### config.mk
export PLATFORM = sky130hd
export DESIGN_NAME = clock_countdown_digit_display
export DESIGN_NICKNAME = d
export VERILOG_FILES = /design/src/rtl/ccdd_pkg.sv /design/src/rtl/clock_countdown_digit_display.sv
export VERILOG_INCLUDE_DIRS = /design/src /design/src/rtl
export SDC_FILE = /design/constraint.sdc
export NUM_CORES = 1
export LEC_CHECK = 0
export ABC_AREA = 1
export BUFFER_PORTS_ARGS = -buffer_cell sky130_fd_sc_hd__buf_2
export CORE_MARGIN = 4
export CORE_UTILIZATION = 44
export CTS_BUF_LIST = sky130_fd_sc_hd__clkbuf_8
export CTS_CLUSTER_SIZE = 28
export DETAILED_ROUTE_END_ITERATION = 10
export GPL_TIMING_DRIVEN = 0
export PLACE_DENSITY_LB_ADDON = 0.25
export SYNTH_ARGS = -nofsm -noshare
export SYNTH_HDL_FRONTEND = slang
export SYNTH_SLANG_ARGS = --single-unit
### constraint.sdc
create_clock -name clk -period 6.9 [get_ports clk]
set_clock_uncertainty 0.05 [all_clocks]
set_input_delay 0.345 -clock clk [delete_from_list [all_inputs] [get_ports clk]]
set_output_delay 0.345 -clock clk [all_outputs]
set_load 0.005 [all_outputs]
### src/rtl/clock_countdown_digit_display_defines.svh
// assertion macros used by the rtl file clock_countdown_digit_display.sv
// the checks expect a clock named clk and an active-low reset named rst_n in scope
`ifndef CLOCK_COUNTDOWN_DIGIT_DISPLAY_DEFINES_SVH
`define CLOCK_COUNTDOWN_DIGIT_DISPLAY_DEFINES_SVH

`ifndef SYNTHESIS

// checked only out of reset
`define CCDD_ASSERT(label, prop) \
  label: assert property (@(posedge clk) disable iff (!rst_n) prop) \
    else $error("ccdd assertion failed");

// checked during reset as well
`define CCDD_ASSERT_RST(label, prop) \
  label: assert property (@(posedge clk) prop) \
    else $error("ccdd reset assertion failed");

`else

`define CCDD_ASSERT(label, prop)
`define CCDD_ASSERT_RST(label, prop)

`endif

`endif

### src/rtl/ccdd_pkg.sv
`default_nettype none

package ccdd_pkg;

  // input mode codes
  localparam logic [1:0] MODE_TICK     = 2'd0;
  localparam logic [1:0] MODE_SET_TIME = 2'd1;
  localparam logic [1:0] MODE_START_CD = 2'd2;

  // display mode codes
  localparam logic [2:0] DISP_OFF     = 3'd0;
  localparam logic [2:0] DISP_TIME    = 3'd1;
  localparam logic [2:0] DISP_CD      = 3'd2;
  localparam logic [2:0] DISP_USER    = 3'd3;
  localparam logic [2:0] DISP_PATTERN = 3'd4;

  // configuration register indexes
  localparam int CFG_IDX_W = 2;
  localparam int CFG_DATA_W = 28;
  localparam logic [CFG_IDX_W-1:0] REG_DISPLAY_MODE = 2'd0;
  localparam logic [CFG_IDX_W-1:0] REG_USER_DIGITS  = 2'd1;

  localparam logic [3:0] TENTHS_MAX  = 4'd9;
  localparam logic [5:0] SEC_MAX     = 6'd59;
  localparam logic [5:0] MIN_MAX     = 6'd59;
  localparam logic [4:0] HOUR_MAX    = 5'd23;
  localparam logic [6:0] CD_HOUR_MAX = 7'd99;
  localparam logic [3:0] DIGIT_BLANK = 4'd10;
  localparam logic [3:0] AUX_ON      = 4'd8;
  localparam logic [3:0] DIGIT_MAX   = 4'd9;

  // reset time of day
  localparam logic [5:0] TOD_SEC_RST  = 6'd56;
  localparam logic [5:0] TOD_MIN_RST  = 6'd34;
  localparam logic [4:0] TOD_HOUR_RST = 5'd12;

  typedef struct packed {
    logic [1:0] mode;
    logic [6:0] set_hours;
    logic [5:0] set_minutes;
  } in_t;

  typedef struct packed {
    logic [3:0] aux_digit;
    logic [3:0] digit_tenths;
    logic [3:0] digit_sec_ones;
    logic [3:0] digit_sec_tens;
    logic [3:0] digit_min_ones;
    logic [3:0] digit_min_tens;
    logic [3:0] digit_hour_ones;
    logic [3:0] digit_hour_tens;
    logic       countdown_running;
  } out_t;

  typedef struct packed {
    logic [3:0] tens;
    logic [3:0] ones;
  } bcd_t;

  // two decimal digits of a 7-bit value, tens digit taken modulo ten
  function automatic bcd_t to_bcd(input logic [6:0] v);
    bcd_t       r;
    logic [3:0] t;
    logic [6:0] base;
    t = '0;
    for (int i = 1; i < 13; i++) begin
      if (v >= 7'(10 * i)) t = 4'(i);
    end
    base = 7'(t * 10);
    r.ones = 4'(v - base);
    r.tens = (t > DIGIT_MAX) ? 4'(t - 4'd10) : t;
    return r;
  endfunction

endpackage

`default_nettype wire

### src/rtl/clock_countdown_digit_display.sv
// channel  | handshake            | payload
// ---------+----------------------+----------------------------------------
// in       | in_valid / in_stall  | in_data (mode, set_hours, set_minutes)
// out      | out_valid / out_stall| out_data (eight digits, countdown_running)
// cfg      | cfg_we               | cfg_index, cfg_wdata
//
// one item is accepted per clock while in_stall is low; its state update is a single registered pass
// a tick result shows up in the output register the cycle after acceptance
// set items, countdown starts, unused-mode items and non-emitting ticks leave no result
// in_stall rises only while a result is held in the output register and out_stall is high
// rst_n is synchronous: time of day returns to 12:34:56.0, countdown and registers clear
`default_nettype none
`include "clock_countdown_digit_display_defines.svh"

module clock_countdown_digit_display
  import ccdd_pkg::*;
(
  input  wire logic                  clk,
  input  wire logic                  rst_n,
  input  wire logic                  in_valid,
  output logic                       in_stall,
  input  wire in_t                   in_data,
  output logic                       out_valid,
  input  wire logic                  out_stall,
  output out_t                       out_data,
  input  wire logic                  cfg_we,
  input  wire logic [CFG_IDX_W-1:0]  cfg_index,
  input  wire logic [CFG_DATA_W-1:0] cfg_wdata
);

  logic [2:0]  display_mode_r;
  logic [27:0] user_digits_r;

  logic [3:0] tod_tenths_r, tod_tenths_nxt;
  logic [5:0] tod_seconds_r, tod_seconds_nxt;
  logic [5:0] tod_minutes_r, tod_minutes_nxt;
  logic [4:0] tod_hours_r, tod_hours_nxt;
  logic [3:0] cd_tenths_r, cd_tenths_nxt;
  logic [5:0] cd_seconds_r, cd_seconds_nxt;
  logic [5:0] cd_minutes_r, cd_minutes_nxt;
  logic [6:0] cd_hours_r, cd_hours_nxt;
  logic       cd_enabled_r, cd_enabled_nxt;
  logic [3:0] pattern_value_r, pattern_value_nxt;

  logic out_valid_r, emit_nxt;
  out_t out_data_r, out_data_nxt;

  // tick path values
  logic [3:0] tk_tod_tenths, tk_cd_tenths;
  logic [5:0] tk_tod_seconds, tk_tod_minutes, tk_cd_seconds, tk_cd_minutes;
  logic [4:0] tk_tod_hours;
  logic [6:0] tk_cd_hours;
  logic       tk_cd_enabled;
  logic [3:0] pv;
  bcd_t       b_sec, b_min, b_hour, b_cds, b_cdm, b_cdh;
  logic       in_fire;

  assign in_stall  = out_valid_r && out_stall;
  assign in_fire   = in_valid && !in_stall;
  assign out_valid = out_valid_r;
  assign out_data  = out_data_r;

  function automatic logic [3:0] user_digit(input logic [3:0] nib);
    return (nib > DIGIT_MAX) ? DIGIT_BLANK : nib;
  endfunction

  // countdown with borrow, stops at zero
  always_comb begin
    tk_cd_tenths  = cd_tenths_r;
    tk_cd_seconds = cd_seconds_r;
    tk_cd_minutes = cd_minutes_r;
    tk_cd_hours   = cd_hours_r;
    tk_cd_enabled = cd_enabled_r;
    if (cd_enabled_r) begin
      if (cd_tenths_r != '0) begin
        tk_cd_tenths = cd_tenths_r - 4'd1;
      end else begin
        tk_cd_tenths = TENTHS_MAX;
        if (cd_seconds_r != '0) begin
          tk_cd_seconds = cd_seconds_r - 6'd1;
        end else begin
          tk_cd_seconds = SEC_MAX;
          if (cd_minutes_r != '0) begin
            tk_cd_minutes = cd_minutes_r - 6'd1;
          end else begin
            tk_cd_minutes = MIN_MAX;
            if (cd_hours_r != '0) begin
              tk_cd_hours = cd_hours_r - 7'd1;
            end else begin
              tk_cd_enabled = 1'b0;
              tk_cd_hours   = '0;
              tk_cd_minutes = '0;
              tk_cd_seconds = '0;
              tk_cd_tenths  = '0;
            end
          end
        end
      end
    end
    if (tk_cd_hours == '0 && tk_cd_minutes == '0 && tk_cd_seconds == '0 &&
        tk_cd_tenths == '0) begin
      tk_cd_enabled = 1'b0;
    end
  end

  // time of day advance with 24-hour wrap
  always_comb begin
    tk_tod_tenths  = tod_tenths_r + 4'd1;
    tk_tod_seconds = tod_seconds_r;
    tk_tod_minutes = tod_minutes_r;
    tk_tod_hours   = tod_hours_r;
    if (tk_tod_tenths > TENTHS_MAX) begin
      tk_tod_tenths  = '0;
      tk_tod_seconds = tod_seconds_r + 6'd1;
      if (tk_tod_seconds > SEC_MAX) begin
        tk_tod_seconds = '0;
        tk_tod_minutes = tod_minutes_r + 6'd1;
        if (tk_tod_minutes > MIN_MAX) begin
          tk_tod_minutes = '0;
          tk_tod_hours   = tod_hours_r + 5'd1;
          if (tk_tod_hours > HOUR_MAX) tk_tod_hours = '0;
        end
      end
    end
  end

  assign b_sec  = to_bcd({1'b0, tk_tod_seconds});
  assign b_min  = to_bcd({1'b0, tk_tod_minutes});
  assign b_hour = to_bcd({2'b0, tk_tod_hours});
  assign b_cds  = to_bcd({1'b0, tk_cd_seconds});
  assign b_cdm  = to_bcd({1'b0, tk_cd_minutes});
  assign b_cdh  = to_bcd(tk_cd_hours);
  assign pv     = (pattern_value_r > DIGIT_MAX) ? 4'd0 : pattern_value_r;

  always_comb begin
    tod_tenths_nxt    = tod_tenths_r;
    tod_seconds_nxt   = tod_seconds_r;
    tod_minutes_nxt   = tod_minutes_r;
    tod_hours_nxt     = tod_hours_r;
    cd_tenths_nxt     = cd_tenths_r;
    cd_seconds_nxt    = cd_seconds_r;
    cd_minutes_nxt    = cd_minutes_r;
    cd_hours_nxt      = cd_hours_r;
    cd_enabled_nxt    = cd_enabled_r;
    pattern_value_nxt = pattern_value_r;
    emit_nxt          = 1'b0;
    out_data_nxt      = '0;
    case (in_data.mode)
      MODE_SET_TIME: begin
        tod_hours_nxt   = (in_data.set_hours > {2'b0, HOUR_MAX}) ? HOUR_MAX :
                          in_data.set_hours[4:0];
        tod_minutes_nxt = (in_data.set_minutes > MIN_MAX) ? MIN_MAX : in_data.set_minutes;
        tod_seconds_nxt = '0;
        tod_tenths_nxt  = '0;
      end
      MODE_START_CD: begin
        cd_hours_nxt   = (in_data.set_hours > CD_HOUR_MAX) ? CD_HOUR_MAX : in_data.set_hours;
        cd_minutes_nxt = (in_data.set_minutes > MIN_MAX) ? MIN_MAX : in_data.set_minutes;
        cd_seconds_nxt = '0;
        cd_tenths_nxt  = '0;
        cd_enabled_nxt = 1'b1;
      end
      MODE_TICK: begin
        tod_tenths_nxt  = tk_tod_tenths;
        tod_seconds_nxt = tk_tod_seconds;
        tod_minutes_nxt = tk_tod_minutes;
        tod_hours_nxt   = tk_tod_hours;
        cd_tenths_nxt   = tk_cd_tenths;
        cd_seconds_nxt  = tk_cd_seconds;
        cd_minutes_nxt  = tk_cd_minutes;
        cd_hours_nxt    = tk_cd_hours;
        cd_enabled_nxt  = tk_cd_enabled;
        out_data_nxt.countdown_running = tk_cd_enabled;
        case (display_mode_r)
          DISP_OFF: begin
            emit_nxt = 1'b1;
            out_data_nxt.aux_digit       = DIGIT_BLANK;
            out_data_nxt.digit_tenths    = DIGIT_BLANK;
            out_data_nxt.digit_sec_ones  = DIGIT_BLANK;
            out_data_nxt.digit_sec_tens  = DIGIT_BLANK;
            out_data_nxt.digit_min_ones  = DIGIT_BLANK;
            out_data_nxt.digit_min_tens  = DIGIT_BLANK;
            out_data_nxt.digit_hour_ones = DIGIT_BLANK;
            out_data_nxt.digit_hour_tens = DIGIT_BLANK;
          end
          DISP_TIME: begin
            emit_nxt = 1'b1;
            out_data_nxt.aux_digit       = AUX_ON;
            out_data_nxt.digit_tenths    = tk_tod_tenths;
            out_data_nxt.digit_sec_ones  = b_sec.ones;
            out_data_nxt.digit_sec_tens  = b_sec.tens;
            out_data_nxt.digit_min_ones  = b_min.ones;
            out_data_nxt.digit_min_tens  = b_min.tens;
            out_data_nxt.digit_hour_ones = b_hour.ones;
            out_data_nxt.digit_hour_tens = b_hour.tens;
          end
          DISP_CD: begin
            emit_nxt = 1'b1;
            out_data_nxt.aux_digit       = AUX_ON;
            out_data_nxt.digit_tenths    = tk_cd_tenths;
            out_data_nxt.digit_sec_ones  = b_cds.ones;
            out_data_nxt.digit_sec_tens  = b_cds.tens;
            out_data_nxt.digit_min_ones  = b_cdm.ones;
            out_data_nxt.digit_min_tens  = b_cdm.tens;
            out_data_nxt.digit_hour_ones = b_cdh.ones;
            out_data_nxt.digit_hour_tens = b_cdh.tens;
          end
          DISP_USER: begin
            emit_nxt = 1'b1;
            out_data_nxt.aux_digit       = DIGIT_BLANK;
            out_data_nxt.digit_tenths    = user_digit(user_digits_r[3:0]);
            out_data_nxt.digit_sec_ones  = user_digit(user_digits_r[7:4]);
            out_data_nxt.digit_sec_tens  = user_digit(user_digits_r[11:8]);
            out_data_nxt.digit_min_ones  = user_digit(user_digits_r[15:12]);
            out_data_nxt.digit_min_tens  = user_digit(user_digits_r[19:16]);
            out_data_nxt.digit_hour_ones = user_digit(user_digits_r[23:20]);
            out_data_nxt.digit_hour_tens = user_digit(user_digits_r[27:24]);
          end
          DISP_PATTERN: begin
            // steps only on whole seconds
            if (tk_tod_tenths == '0) begin
              emit_nxt = 1'b1;
              pattern_value_nxt = pv + 4'd1;
              out_data_nxt.aux_digit       = AUX_ON;
              out_data_nxt.digit_tenths    = pv;
              out_data_nxt.digit_sec_ones  = pv;
              out_data_nxt.digit_sec_tens  = pv;
              out_data_nxt.digit_min_ones  = pv;
              out_data_nxt.digit_min_tens  = pv;
              out_data_nxt.digit_hour_ones = pv;
              out_data_nxt.digit_hour_tens = pv;
            end
          end
          default: begin
            emit_nxt = 1'b0;
          end
        endcase
      end
      default: begin
        emit_nxt = 1'b0;
      end
    endcase
  end

  always_ff @(posedge clk) begin
    if (!rst_n) begin
      display_mode_r  <= DISP_OFF;
      user_digits_r   <= '0;
      tod_tenths_r    <= '0;
      tod_seconds_r   <= TOD_SEC_RST;
      tod_minutes_r   <= TOD_MIN_RST;
      tod_hours_r     <= TOD_HOUR_RST;
      cd_tenths_r     <= '0;
      cd_seconds_r    <= '0;
      cd_minutes_r    <= '0;
      cd_hours_r      <= '0;
      cd_enabled_r    <= 1'b0;
      pattern_value_r <= '0;
      out_valid_r     <= 1'b0;
    end else begin
      if (cfg_we) begin
        case (cfg_index)
          REG_DISPLAY_MODE: display_mode_r <= cfg_wdata[2:0];
          REG_USER_DIGITS:  user_digits_r  <= cfg_wdata;
          default: ;
        endcase
      end
      if (in_fire) begin
        tod_tenths_r    <= tod_tenths_nxt;
        tod_seconds_r   <= tod_seconds_nxt;
        tod_minutes_r   <= tod_minutes_nxt;
        tod_hours_r     <= tod_hours_nxt;
        cd_tenths_r     <= cd_tenths_nxt;
        cd_seconds_r    <= cd_seconds_nxt;
        cd_minutes_r    <= cd_minutes_nxt;
        cd_hours_r      <= cd_hours_nxt;
        cd_enabled_r    <= cd_enabled_nxt;
        pattern_value_r <= pattern_value_nxt;
        out_valid_r     <= emit_nxt;
      end else if (!out_stall) begin
        out_valid_r <= 1'b0;
      end
    end
  end

  // payload register, loaded only when a new result is produced
  always_ff @(posedge clk) begin
    if (in_fire && emit_nxt) out_data_r <= out_data_nxt;
  end

  `CCDD_ASSERT_RST(a_rst_clears_out, !rst_n |=> !out_valid_r)
  `CCDD_ASSERT(a_set_no_result, (in_fire && in_data.mode != MODE_TICK) |=> !out_valid_r)
  `CCDD_ASSERT(a_tod_range, tod_tenths_r <= TENTHS_MAX && tod_seconds_r <= SEC_MAX &&
                            tod_minutes_r <= MIN_MAX && tod_hours_r <= HOUR_MAX)
  `CCDD_ASSERT(a_cd_range, cd_tenths_r <= TENTHS_MAX && cd_seconds_r <= SEC_MAX &&
                           cd_minutes_r <= MIN_MAX && cd_hours_r <= CD_HOUR_MAX)
  `CCDD_ASSERT(a_pattern_range, pattern_value_r <= DIGIT_BLANK)

endmodule

`default_nettype wire

---- Word level (Yosys, flattened, before mapping) ----
Cells that the tools add are included.
storage, ports and cells
  word-level logic and storage cells ...... 305
  input port bits ......................... 50
  output and inout port bits .............. 35
  register bits ........................... 114
cells by class
  $lt $le $gt $ge ......................... 87
  reductions and logical operators ........ 27
  mux-type cells .......................... 134
  eq/ne operators ......................... 8
  add/sub/neg operators ................... 21
  multipliers ............................. 6
operators by type and width
  kind                                                  count
  2-to-1 mux 4 bit                                      80
  >= comparator 6 x 7 -> 1 bit, second input constant   24
  one-hot mux 32 bit (5 select lines)                   1
  2-to-1 mux 6 bit                                      15
  >= comparator 6 bit, second input constant            12
  greater-than comparator 4 bit, second input constant  15
  >= comparator 6 x 5 -> 1 bit, second input constant   8
  one-hot mux 6 bit (2 select lines)                    4
  >= comparator 7 bit, second input constant            6
  2-to-1 mux 7 bit                                      6
  2-to-1 mux 32 bit                                     1
  2-to-1 mux 5 bit                                      5
  >= comparator 6 x 4 -> 1 bit, second input constant   4
  multiplier 4 x 3 -> 3 bit, second input constant      6
  subtractor 4 bit                                      6
  subtractor 4 bit, second input constant               6
  >= comparator 5 x 7 -> 1 bit, second input constant   3
  >= comparator 7 x 6 -> 1 bit, second input constant   3
  greater-than comparator 6 bit, second input constant  3
  2-to-1 mux 1 bit                                      16
  one-hot mux 4 bit (2 select lines)                    2
  >= comparator 7 x 5 -> 1 bit, second input constant   2
  one-hot mux 7 bit (2 select lines)                    1
  adder 6 x 1 -> 6 bit, second input constant           2
  33 further kinds                                      52

---- Longest topological paths before layout ----
Gate-level depths: netlist (run 1).
  depth after elaboration ................. 22
  depth in mapped cells ................... 29
  mapped depth without buffers ............ 28

---- Worst setup path after synthesis (run 1) ----
OpenSTA, ideal clock, no wires.
  path type ............................... register to register
  start point ............................. reg cd_hours_r[0]
  end point ............................... reg out_data_r (netlist bit out_data[16]) (data pin)
  arrival time ............................ 2.979 ns
  required time ........................... 6.579 ns
  buffers on the path ..................... 0
  period minus slack after synthesis ...... 3.301 ns
  stages on the path, launching flop included .. 22
  library setup time ...................... 0.271 ns
  slack ................................... 3.599 ns
  path through ............................ dfxtp_1 inv_1 ha_1 nand2_1 inv_1 nand3_1 nor2_8 nor3_2 nand2_1 o21ai_1 nand2_1 o311ai_1 nand2_1 nand2_1 ha_1 inv_1 fa_1 xor2_1 o21ai_0 a21oi_1 nor2_1 a21oi_1
between the ends
  cells in the longest elaborated chain, start to end .. 22
  elaborated cells between the ends (all ways) .. 33
  those cells by class .................... 1 x add/sub; 1 x mul; 12 x order compare; 18 x mux; 1 x reduce/logical
ends and longest elaborated chain
  what                                     RTL line                              source
  start: declaration                       clock_countdown_digit_display.sv:41   logic [6:0] cd_hours_r, cd_hours_nxt;
  start signal: assignment                 clock_countdown_digit_display.sv:276  cd_hours_r <= cd_hours_nxt;
  nonzero test 7 bit (*)                   clock_countdown_digit_display.sv:87   if (cd_hours_r != '0) begin
  2-to-1 mux 6 bit (*)                     clock_countdown_digit_display.sv:87
  2-to-1 mux 6 bit (*)                     clock_countdown_digit_display.sv:83   if (cd_minutes_r != '0) begin
  2-to-1 mux 6 bit (*)                     clock_countdown_digit_display.sv:79   if (cd_seconds_r != '0) begin
  2-to-1 mux 6 bit (*)                     clock_countdown_digit_display.sv:75   if (cd_tenths_r != '0) begin
  2-to-1 mux 6 bit (*)                     clock_countdown_digit_display.sv:74   if (cd_enabled_r) begin
  >= comparator 6 x 4 -> 1 bit             ccdd_pkg.sv:67                        if (v >= 7'(10 * i)) t = 4'(i);
  2-to-1 mux 1 bit                         ccdd_pkg.sv:67
  2-to-1 mux 4 bit (11 in series)          ccdd_pkg.sv:67
  multiplier 4 x 3 -> 3 bit                ccdd_pkg.sv:69                        base = 7'(t * 10);
  subtractor 4 bit (*)                     ccdd_pkg.sv:70                        r.ones = 4'(v - base);
  one-hot mux 32 bit (5 select lines) (*)  clock_countdown_digit_display.sv:174  case (display_mode_r)
  end signal: assignment                   clock_countdown_digit_display.sv:288  if (in_fire && emit_nxt) out_data_r <= out_data_nxt;
  end: declaration                         clock_countdown_digit_display.sv:46   out_t out_data_r, out_data_nxt;
Every way passes the cells marked *; elsewhere a longest branch is shown, timed or not.
A chain may end at the register's enable or synchronous reset.

---- Worst setup path in the final report (run 1) ----
  start point ............................. reg cd_minutes_r[0]
  end point ............................... reg out_data_r (netlist bit out_data[16]) (data pin)
between the ends
  cells in the longest elaborated chain, start to end .. 21
  elaborated cells between the ends (all ways) .. 33
  those cells by class .................... 2 x add/sub; 1 x mul; 12 x order compare; 17 x mux; 1 x reduce/logical
ends and longest elaborated chain
  what                                                                    RTL line                                                                  source
  start: declaration                                                      clock_countdown_digit_display.sv:40                                       logic [5:0] cd_minutes_r, cd_minutes_nxt;
  start signal: assignment                                                clock_countdown_digit_display.sv:275                                      cd_minutes_r <= cd_minutes_nxt;
  subtractor 6 x 1 -> 6 bit / nonzero test 6 bit (equally long branches)  clock_countdown_digit_display.sv:84, clock_countdown_digit_display.sv:83
  2-to-1 mux 6 bit                                                        clock_countdown_digit_display.sv:83
  2-to-1 mux 6 bit                                                        clock_countdown_digit_display.sv:79
  2-to-1 mux 6 bit                                                        clock_countdown_digit_display.sv:75
  2-to-1 mux 6 bit (*)                                                    clock_countdown_digit_display.sv:74
  >= comparator 6 x 4 -> 1 bit                                            ccdd_pkg.sv:67
  2-to-1 mux 1 bit                                                        ccdd_pkg.sv:67
  2-to-1 mux 4 bit (11 in series)                                         ccdd_pkg.sv:67
  multiplier 4 x 3 -> 3 bit                                               ccdd_pkg.sv:69
  subtractor 4 bit (*)                                                    ccdd_pkg.sv:70
  one-hot mux 32 bit (5 select lines) (*)                                 clock_countdown_digit_display.sv:174
Marked as above.

==> flow_summary.ini, run 1 <==
[status]
status = complete, no violations

[die]
die-area_sq_um = 19200
start_util_pct = 45.07
fp.dieW_microns = 138.6
dieHeight_microns = 138.6
core_sq_um = 16640
ioPinCount = 85
rows = 47

[layout]
areaGrowthSynthToFinish_pct = 11.84
stdcell_area_sq_um = 8389
nets = 1241
layout_common_cells = 203 x nand2_1, 138 x inv_1, 108 x nor2_1
antenna-diode-count = 0
final_common_cell = nand2_1
drive_gt1_share_pct = 14.08

[worst_hold_path]
min_path_cells = 3
hold_class = input port to flip-flop

[clock_tree]
cts_tree = built
cts_resized = 0
cts.clk_slew.worst_paths_ns = 0.13
clockRootBuffer = clkbuf_8
clk_latency_ns = 0.42
cts_max_level = 3
clock_path_buffers = 2
postCtsSetupBuffers = 0
cts_buffers = 9
cts_hold_buffers = 0
cts_sinks = 112

[yosys]
ys_warn_count = 0
seq_area_frac_synth_pct = 34.03
synth_area_per_cell_sq_um = 7.043
yosysUniqueCellTypes = 58
syn_area_sq_um = 7501
syn_inst = 1065
synth_flop_cell = dfxtp_1
synth_edf_count = 31
synth-seq-cells = 112
synthArstFlopShare_pct = 0

[routing]
detail-route-antenna-nets = 0
vias = 7659
drt_drc_violations_left = 0
totalWireLength_mm = 23.90
first_iter_violations = 696
drtPass1Iterations = 5
wl_per_cell_microns = 17.25
viasPerCell = 5.530

[worst_setup_path]
end_kind = flip-flop
crit_arrival_ns = 4.30
crit_type = flip-flop to flip-flop
cp.required_ns = 7.08
worstRegToRegCells = 20
crit_path_max_fanout = 10
setup.worst_path.start_class = flip-flop

[placement]
routabilityCongestion = 0.9333
port-buffer-count = 82
hpwlAfterDp_mm = 18.85
placement.cell_area_sq_um = 8190

[power]
p_leak_nw = 3.687
vdd_drop_max_v = 0.0001220
pwr_density_cell_nw_per_um2 = 185.2
power_w = 0.001554

[timing]
relSlewSlack_pct = 39.03
setup_violations = 0
period_needed_ns = 4.117
rsz0062_at_grt = no
finalHoldViolCount = 0
tightestPinTransition_ns = 0.9075
fin_setup_tns_ns = 0
fin_crit_sh_pct = 59.67
maxSlewViolCount = 0
fmax_ghz = 0.2429

[global_routing]
grt_usage_pct = 24.43
grt_pass1_vias = 7034
grt_pass1_wl_mm = 37.52
grt_start_max_net_pins = 32
antenna_found_initial = 0
grt_overflow = 0

[flow_run]
drv_cap = 0
path summary, 6_finish.rpt:
| check | slack, ns | from | end |
|---|---|---|---|
| setup reg to reg | 2.78 | cd_minutes_r[0] | out_data[16] |
| hold reg to reg | 0.42 | user_digits_r[21] | user_digits_r[21] |
| hold / removal | 0.10 | cfg_wdata[8] | user_digits_r[8] |
| setup / recovery | 2.78 | cd_minutes_r[0] | out_data[16] |
power by group:
part	leakage [nW]	internal [W]	total, W	switching, W
combinational	2.63	0.000145	0.000435	0.000290
clock	0.0973	0.000136	0.000395	0.000259
sequential	0.959	0.000703	0.000724	0.0000211
total	3.69	0.000984	0.00155	0.000569
cells by family (layout without fill, tap and decap cells):
| logic type | after synthesis | count (layout) | share of synthesized area (%) |
|---|---|---|---|
| flops | 112 | 112 | 34.03 |
| fa+ha+maj | 31 | 31 | 5.772 |
| other cells | 1 | 2 | 0.04999 |
| compound gates | 295 | 295 | 22.64 |
| buf+inv | 190 | 289 | 10.01 |
| xor+xnor | 21 | 21 | 2.552 |
| simple gates | 415 | 415 | 24.95 |
registers in the layout, indices dropped and copies added (netlist names):
signal / count
out_data: 31
user_digits_r: 28
cd_hours_r: 7
cd_minutes_r: 6
cd_seconds_r: 6
tod_minutes_r: 6
tod_seconds_r: 6
tod_hours_r: 5
cd_tenths_r: 4
pattern_value_r: 4
tod_tenths_r: 4
display_mode_r: 3
cd_enabled_r: 1
out_valid: 1
layer usage:
metal / up-vias / wire, microns / track usage, %
met5: - / 0 / 0
met4: 0 / 557 / 8.424
met3: 37 / 2115 / 3.897
met2: 326 / 10650 / 38.05
met1: 3531 / 10580 / 34.58
li1: 3765 / - / -
stage by stage:
stage / std cells / worst slack, ns / util, % / hold slack, ns
3_5_place_dp: 1368 / 2.931 / 49.21 / 0.4076
5_1_grt: 1385 / 2.450 / 50.41 / 0.09645
6_report: 1385 / 2.783 / 50.41 / 0.1014
4_1_cts: 1384 / 2.904 / 50.29 / 0.08497
3_3_place_gp: 1368 / 2.951 / 49.21 / 0.4070
2_1_floorplan: 1066 / 3.599 / - / 0.3905
area by class of cell:
class,instances,area (sq um)
well taps,220,275.3
plain buffers,39,183.9
inverters,151,566.8
repair buffers,83,430.4
multi-input cells,764,4202
clock buffers,9,123.9
fillers,1677,8253
flip-flops and latches,112,2552
clock inverters,7,55.05
critical path, stage by stage (launching register included):
cell and delay [ns]:
dfxtp_1 0.38, inv_1 0.10, ha_1 0.21, nand3_2 0.12
buf_6 0.18, nor2_8 0.07, nor3_2 0.22, nand2_1 0.08
o21ai_1 0.32, nand2_1 0.18, o311ai_1 0.41, nand2_1 0.09
nand2_1 0.13, ha_1 0.16, inv_1 0.05, fa_1 0.37
xor2_1 0.22, o21ai_0 0.12, a21oi_1 0.16, nor2_1 0.06
a21oi_1 0.24
Yosys cell counts (all sizes together), types with 2 or more instances:
cell type,count,share of area [%]
a21oi,91,6.1
a221oi,4,0.47
a22oi,2,0.20
a311oi,2,0.23
a31oi,32,2.7
a32oi,3,0.35
buf,8,0.88
clkbuf,31,1.6
dfxtp,81,22
edfxtp,31,12
fa,6,1.6
ha,25,4.2
inv,150,7.5
nand2,212,11
nand3,48,4.3
nand3b,2,0.25
nand4,9,0.75
nor2,120,7.0
nor3,20,1.4
o211ai,10,1.0
o21ai,119,8.3
o221ai,5,0.58
o22ai,13,1.1
o311ai,3,0.35
o31ai,3,0.37
or2,2,0.17
xnor2,2,0.23
xor2,19,2.3
Note: power is estimated with default switching activity, not from simulation.
==> inputs of run 2 (changes only) <==
- clock period: 6.9 -> 3.7 ns (I/O delays scaled with it)
==> flow_summary.ini, run 2 (synthesis results as in run 1) <==
[placement]
pre_cts_slack_ns = -0.2691
hpwlAfterDp_mm = 18.85
port-buffer-count = 82
placement.cell_area_sq_um = 8190
routabilityCongestion = 0.9333

[status]
status = complete, no violations

[worst_hold_path]
hold_class = input port to flip-flop
min_path_cells = 3

[die]
fp.dieW_microns = 138.6
core_sq_um = 16640
die-area_sq_um = 19200
ioPinCount = 85
dieHeight_microns = 138.6
rows = 47
start_util_pct = 45.07

[clock_tree]
cts_buffers = 9
clock_path_buffers = 2
clk_latency_ns = 0.42
cts_sinks = 112
clockRootBuffer = clkbuf_8
cts_max_level = 3
cts.clk_slew.worst_paths_ns = 0.13
cts_tree = built

[routing]
wl_per_cell_microns = 17.67
totalWireLength_mm = 25.37
dr_wl_met2_mm = 11.66
route.met3.wl_mm = 2.019
highest_layer = met4
first_iter_violations = 717
detail-route-antenna-nets = 0
vias = 8045
drt_drc_violations_left = 0
viasPerCell = 5.602
met1_length_mm = 10.99
drtPass1Iterations = 5

[worst_setup_path]
crit_arrival_ns = 3.77
worstRegToRegCells = 23
regToRegSetupSlack_ns = 0.03
setup.worst_path.start_class = flip-flop
cp.required_ns = 3.80
crit_path_max_fanout = 4
crit_type = flip-flop to flip-flop
end_kind = flip-flop

[layout]
layout_common_cells = 196 x nand2_1, 125 x inv_1, 104 x nor2_1
final_common_cell = nand2_1
num-fill-cells = 1586
areaGrowthSynthToFinish_pct = 22.14
drive_gt1_share_pct = 20.89
stdcell_area_sq_um = 9161
largest_reg_flops = 31
antenna-diode-count = 0
nets = 1292

[timing]
finalHoldViolCount = 0
period_needed_ns = 3.669
setup_violations = 0
tightestPinTransition_ns = 0.9041
fmax_ghz = 0.2725
relSlewSlack_pct = 39.26
setup_slack_ns = 0.03052
fin_crit_sh_pct = 99.18
maxSlewViolCount = 0
rsz0062_at_grt = yes

[global_routing]
grt_start_max_net_pins = 32
grt_pass1_vias = 7129
grt_pass1_wl_mm = 38.02
antenna_found_initial = 0
grt_usage_pct = 24.79
grt_overflow = 0

[flow_run]
drv_cap = 0

[power]
vdd_drop_max_v = 0.0002318
p_leak_nw = 3.980
pwr_density_cell_nw_per_um2 = 335.0
[run 2: changes by cell type in the layout (fill, tap and decap cells not counted), moves of 5 or more]
cell / previous run / this run
buf_4: 3 / 33
dfxtp_1: 81 / 70
dfxtp_2: 0 / 9
dlygate4sd3_1: 0 / 20
inv_1: 138 / 125
inv_2: 12 / 19
inv_4: 0 / 6
nand2_1: 203 / 196
nand3_4: 3 / 8
[run 2: routing by layer]
layer	vias up	global-route usage [%]
li1	3865	-
met1	3769	34.88
met2	353	38.72
met3	58	4.414
met4	0	8.112
met5	-	0
[run 2: critical path, stage by stage, from the launching register on]
cell	delay, ns
dfxtp_2	0.36
inv_2	0.08
ha_4	0.16
nand3_4	0.10
nor2_4	0.19
buf_6	0.12
nand3b_1	0.12
nand2_2	0.12
nand2_4	0.08
inv_4	0.08
nand2_4	0.05
o31ai_4	0.26
inv_2	0.05
nand2_2	0.05
nand2_1	0.04
nand2_1	0.05
nand2_1	0.07
nand2_2	0.10
a21oi_4	0.08
ha_4	0.18
fa_2	0.59
o22ai_4	0.09
nor3_2	0.24
nor2_1	0.09
[run 2: per-stage QoR]
stage	total power, W	setup TNS, ns	std cells	util (%)	hold slack [ns]
2_1_floorplan	0.001924	0	1066	-	0.2699
3_3_place_gp	0.002160	-4.604	1368	49.21	0.3610
3_5_place_dp	0.002166	-5.198	1368	49.21	0.3692
4_1_cts	0.002922	-0.08481	1407	52.01	0.001647
5_1_grt	0.003206	-0.2911	1436	55.05	0.001293
6_report	0.003069	0	1436	55.05	0.01653
[run 2: report_power, final]
part	leakage [nW]	total [W]	internal, W	switching (W)
sequential	0.965	0.00135	0.00131	0.0000411
combinational	2.92	0.000979	0.000368	0.000611
clock	0.0973	0.000739	0.000254	0.000484
[run 2: worst paths after layout]
check / startpoint / endpoint
setup / recovery: cd_tenths_r[1] / out_data[7]
hold / removal: cfg_wdata[9] / user_digits_r[9]
setup reg to reg: cd_tenths_r[1] / out_data[7]
hold reg to reg: user_digits_r[21] / user_digits_r[21]
[run 2: layout make-up]
class / instances / area, sq um / share of cell area (%)
clock buffers: 9 / 123.9 / 1.352
inverters: 151 / 585.6 / 6.392
flip-flops and latches: 112 / 2571 / 28.07
well taps: 220 / 275.3 / 3.005
clock inverters: 7 / 55.05 / 0.6009
multi-input cells: 764 / 4494 / 49.06
repair buffers: 134 / 858.3 / 9.369
plain buffers: 39 / 197.7 / 2.158
[run 2: repair_timing]
| action | 4_1_cts | 5_1_grt |
|---|---|---|
| gates resized for setup | 14 | 84 |
| endpoints found under the setup margin | 35 | 20 |
| hold buffers | 20 | 0 |
| setup buffers | 3 | 29 |
| hold endpoints to repair | 20 | 0 |
| pin swaps | 3 | 29 |
==> inputs of run 3 (changes only) <==
- MAX_ROUTING_LAYER: not set -> met4
- TNS_END_PERCENT: not set -> 100
==> flow_summary.ini, run 3 (synthesis results as in run 1) <==
[status]
status = complete, no violations

[layout]
largest_reg_flops = 31
areaGrowthSynthToFinish_pct = 22.19
layout_common_cells = 197 x nand2_1, 124 x inv_1, 104 x nor2_1
num-fill-cells = 1583
drive_gt1_share_pct = 22.12
final_cells = 1437
fin_util_pct = 55.07
final_common_cell = nand2_1
nets = 1292

[flow_run]
drv_cap = 0

[power]
pwr_density_cell_nw_per_um2 = 332.3
p_leak_nw = 3.986
vdd_drop_max_v = 0.0001987

[die]
fp.dieW_microns = 138.6
dieHeight_microns = 138.6
die-area_sq_um = 19200
core_sq_um = 16640
ioPinCount = 85
rows = 47
start_util_pct = 45.07

[worst_setup_path]
r2r_start = cd_minutes_r[0]
crit_chain = inv_2 -> ha_2 -> nand3_4 -> buf_8 -> nor2_8 -> nor3_4 -> nand2_2 -> o21ai_4 -> nand2_2 -> o311ai_2 -> nand2_1 -> nand2_1 -> ha_1 -> inv_1 -> fa_2 -> xor2_2 -> o21ai_1 -> a21oi_1 -> nor2_1 -> a21oi_2
regToRegSetupSlack_ns = 0.06
cp.required_ns = 3.79
cp-startpoint = cd_minutes_r[0]
crit_type = flip-flop to flip-flop
slowest_stage = dfxtp_2
crit_end = out_data[16]
r2r_end = out_data[16]
setup.worst_path.start_class = flip-flop
crit_arrival_ns = 3.73
max_stage_delay_ns = 0.37
end_kind = flip-flop
crit_path_max_fanout = 8
worstRegToRegCells = 20

[worst_hold_path]
hold_class = input port to flip-flop

[timing]
setup_violations = 0
maxSlewViolCount = 0
fin_crit_sh_pct = 98.50
period_needed_ns = 3.645
finalHoldViolCount = 0
fmax_ghz = 0.2744
fin_setup_tns_ns = 0
tightestPinTransition_ns = 0.9628
rsz0062_at_grt = yes
relSlewSlack_pct = 35.32
setup_slack_ns = 0.05547

[routing]
first_iter_violations = 876
route.met3.wl_mm = 1.960
totalWireLength_mm = 24.87
dr_wl_met2_mm = 11.50
drt_drc_violations_left = 0
viasPerCell = 5.600
detail-route-antenna-nets = 0
drtPass1Iterations = 5
vias = 8047
wl_per_cell_microns = 17.31
highest_layer = met4
met1_length_mm = 10.77

[clock_tree]
cts_max_level = 3
cts.clk_slew.worst_paths_ns = 0.11
clock_path_buffers = 2
clockRootBuffer = clkbuf_8
cts_tree = built
cts_sinks = 112
clk_latency_ns = 0.40
cts_buffers = 9

[global_routing]
grt_usage_pct = 25.27
grt_overflow = 0
grt_pass1_wl_mm = 37.80
grt_start_max_net_pins = 32
grt_pass1_vias = 7153
antenna_found_initial = 1

[placement]
hpwlAfterDp_mm = 18.79
port-buffer-count = 82
routabilityCongestion = 0.9483
pre_cts_slack_ns = -0.2037
dp.cells = 1368
## run 3: changes by cell type in the layout (fill, tap and decap cells not counted), moves of 2 or more
cell / before / now
ha_1: 21 / 19
o21ai_1: 9 / 12
o21ai_2: 10 / 12
buf_4: 33 / 37
dlygate4sd3_1: 20 / 16
nand2_2: 11 / 13
ha_2: 0 / 3
nand2_4: 4 / 2
dfxtp_2: 9 / 12
dfxtp_1: 70 / 66
o21ai_0: 99 / 94
## run 3: how the worst min path moves through the flow
stage / from / end / cells past startpoint
floorplan: cfg_wdata[10] / user_digits_r[10] / 2
global placement: cfg_wdata[15] / user_digits_r[15] / 3
detailed placement: cfg_wdata[15] / user_digits_r[15] / 3
CTS: cfg_wdata[19] / user_digits_r[19] / 3
global route: cfg_wdata[13] / user_digits_r[13] / 3
finish: cfg_wdata[19] / user_digits_r[19] / 3
## run 3: where the power goes
part | internal, W | switching, W | leakage [nW] | total [W]
registers | 0.00131 | 0.0000414 | 0.967 | 0.00135
logic | 0.000360 | 0.000603 | 2.92 | 0.000963
clock network | 0.000274 | 0.000458 | 0.101 | 0.000732
## run 3: what timing repair did
item / CTS / global route
endpoints found under the hold margin: 16 / 0
setup endpoints to repair: 35 / 7
pin swaps: 4 / 31
gates cloned: 0 / 0
hold buffers: 16 / 0
setup buffers: 3 / 33
resized for setup: 20 / 91
## run 3: area by class of cell
class                      instances  area [sq um]  share of cell area, %
tap                              220         275.3                  3.003
multi-input combinational        764          4487                  48.96
antenna                            1         2.502                0.02730
inverter                         151         585.6                  6.389
timing repair buffer             134         848.3                  9.256
clock buffer                      10         137.6                  1.502
clock inverter                     6         50.05                 0.5461
buffer                            39         200.2                  2.184
sequential                       112          2579                  28.14
## run 3: routing by layer
metal / global-route usage [%] / vias up
li1: - / 3875
met3: 4.931 / 47
met4: 7.852 / 0
met1: 33.36 / 3786
met2: 39.39 / 339
met5: - / -
## run 3: metrics by stage
step / cell area (sq um) / hold WS, ns / power, W
final: 9165 / 0.01176 / 0.003046
after global routing: 9165 / 0.02707 / 0.003207
after CTS: 8640 / 0.01415 / 0.002924
after detailed placement: 8190 / 0.3634 / 0.002164
after global placement: 8190 / 0.3610 / 0.002160
after floorplan: 7505 / 0.2699 / 0.001924
## run 3: worst max-delay path: cells and delay by family, from the launching register on
family	cells	cell delay (ns)
and+or+nand+nor	8	1.03
xor gates and xnor gates	1	0.20
adders and majority gates	3	0.72
buffers and inverters	3	0.26
AOI/OAI and AO/OA	5	0.74
DFF	1	0.37
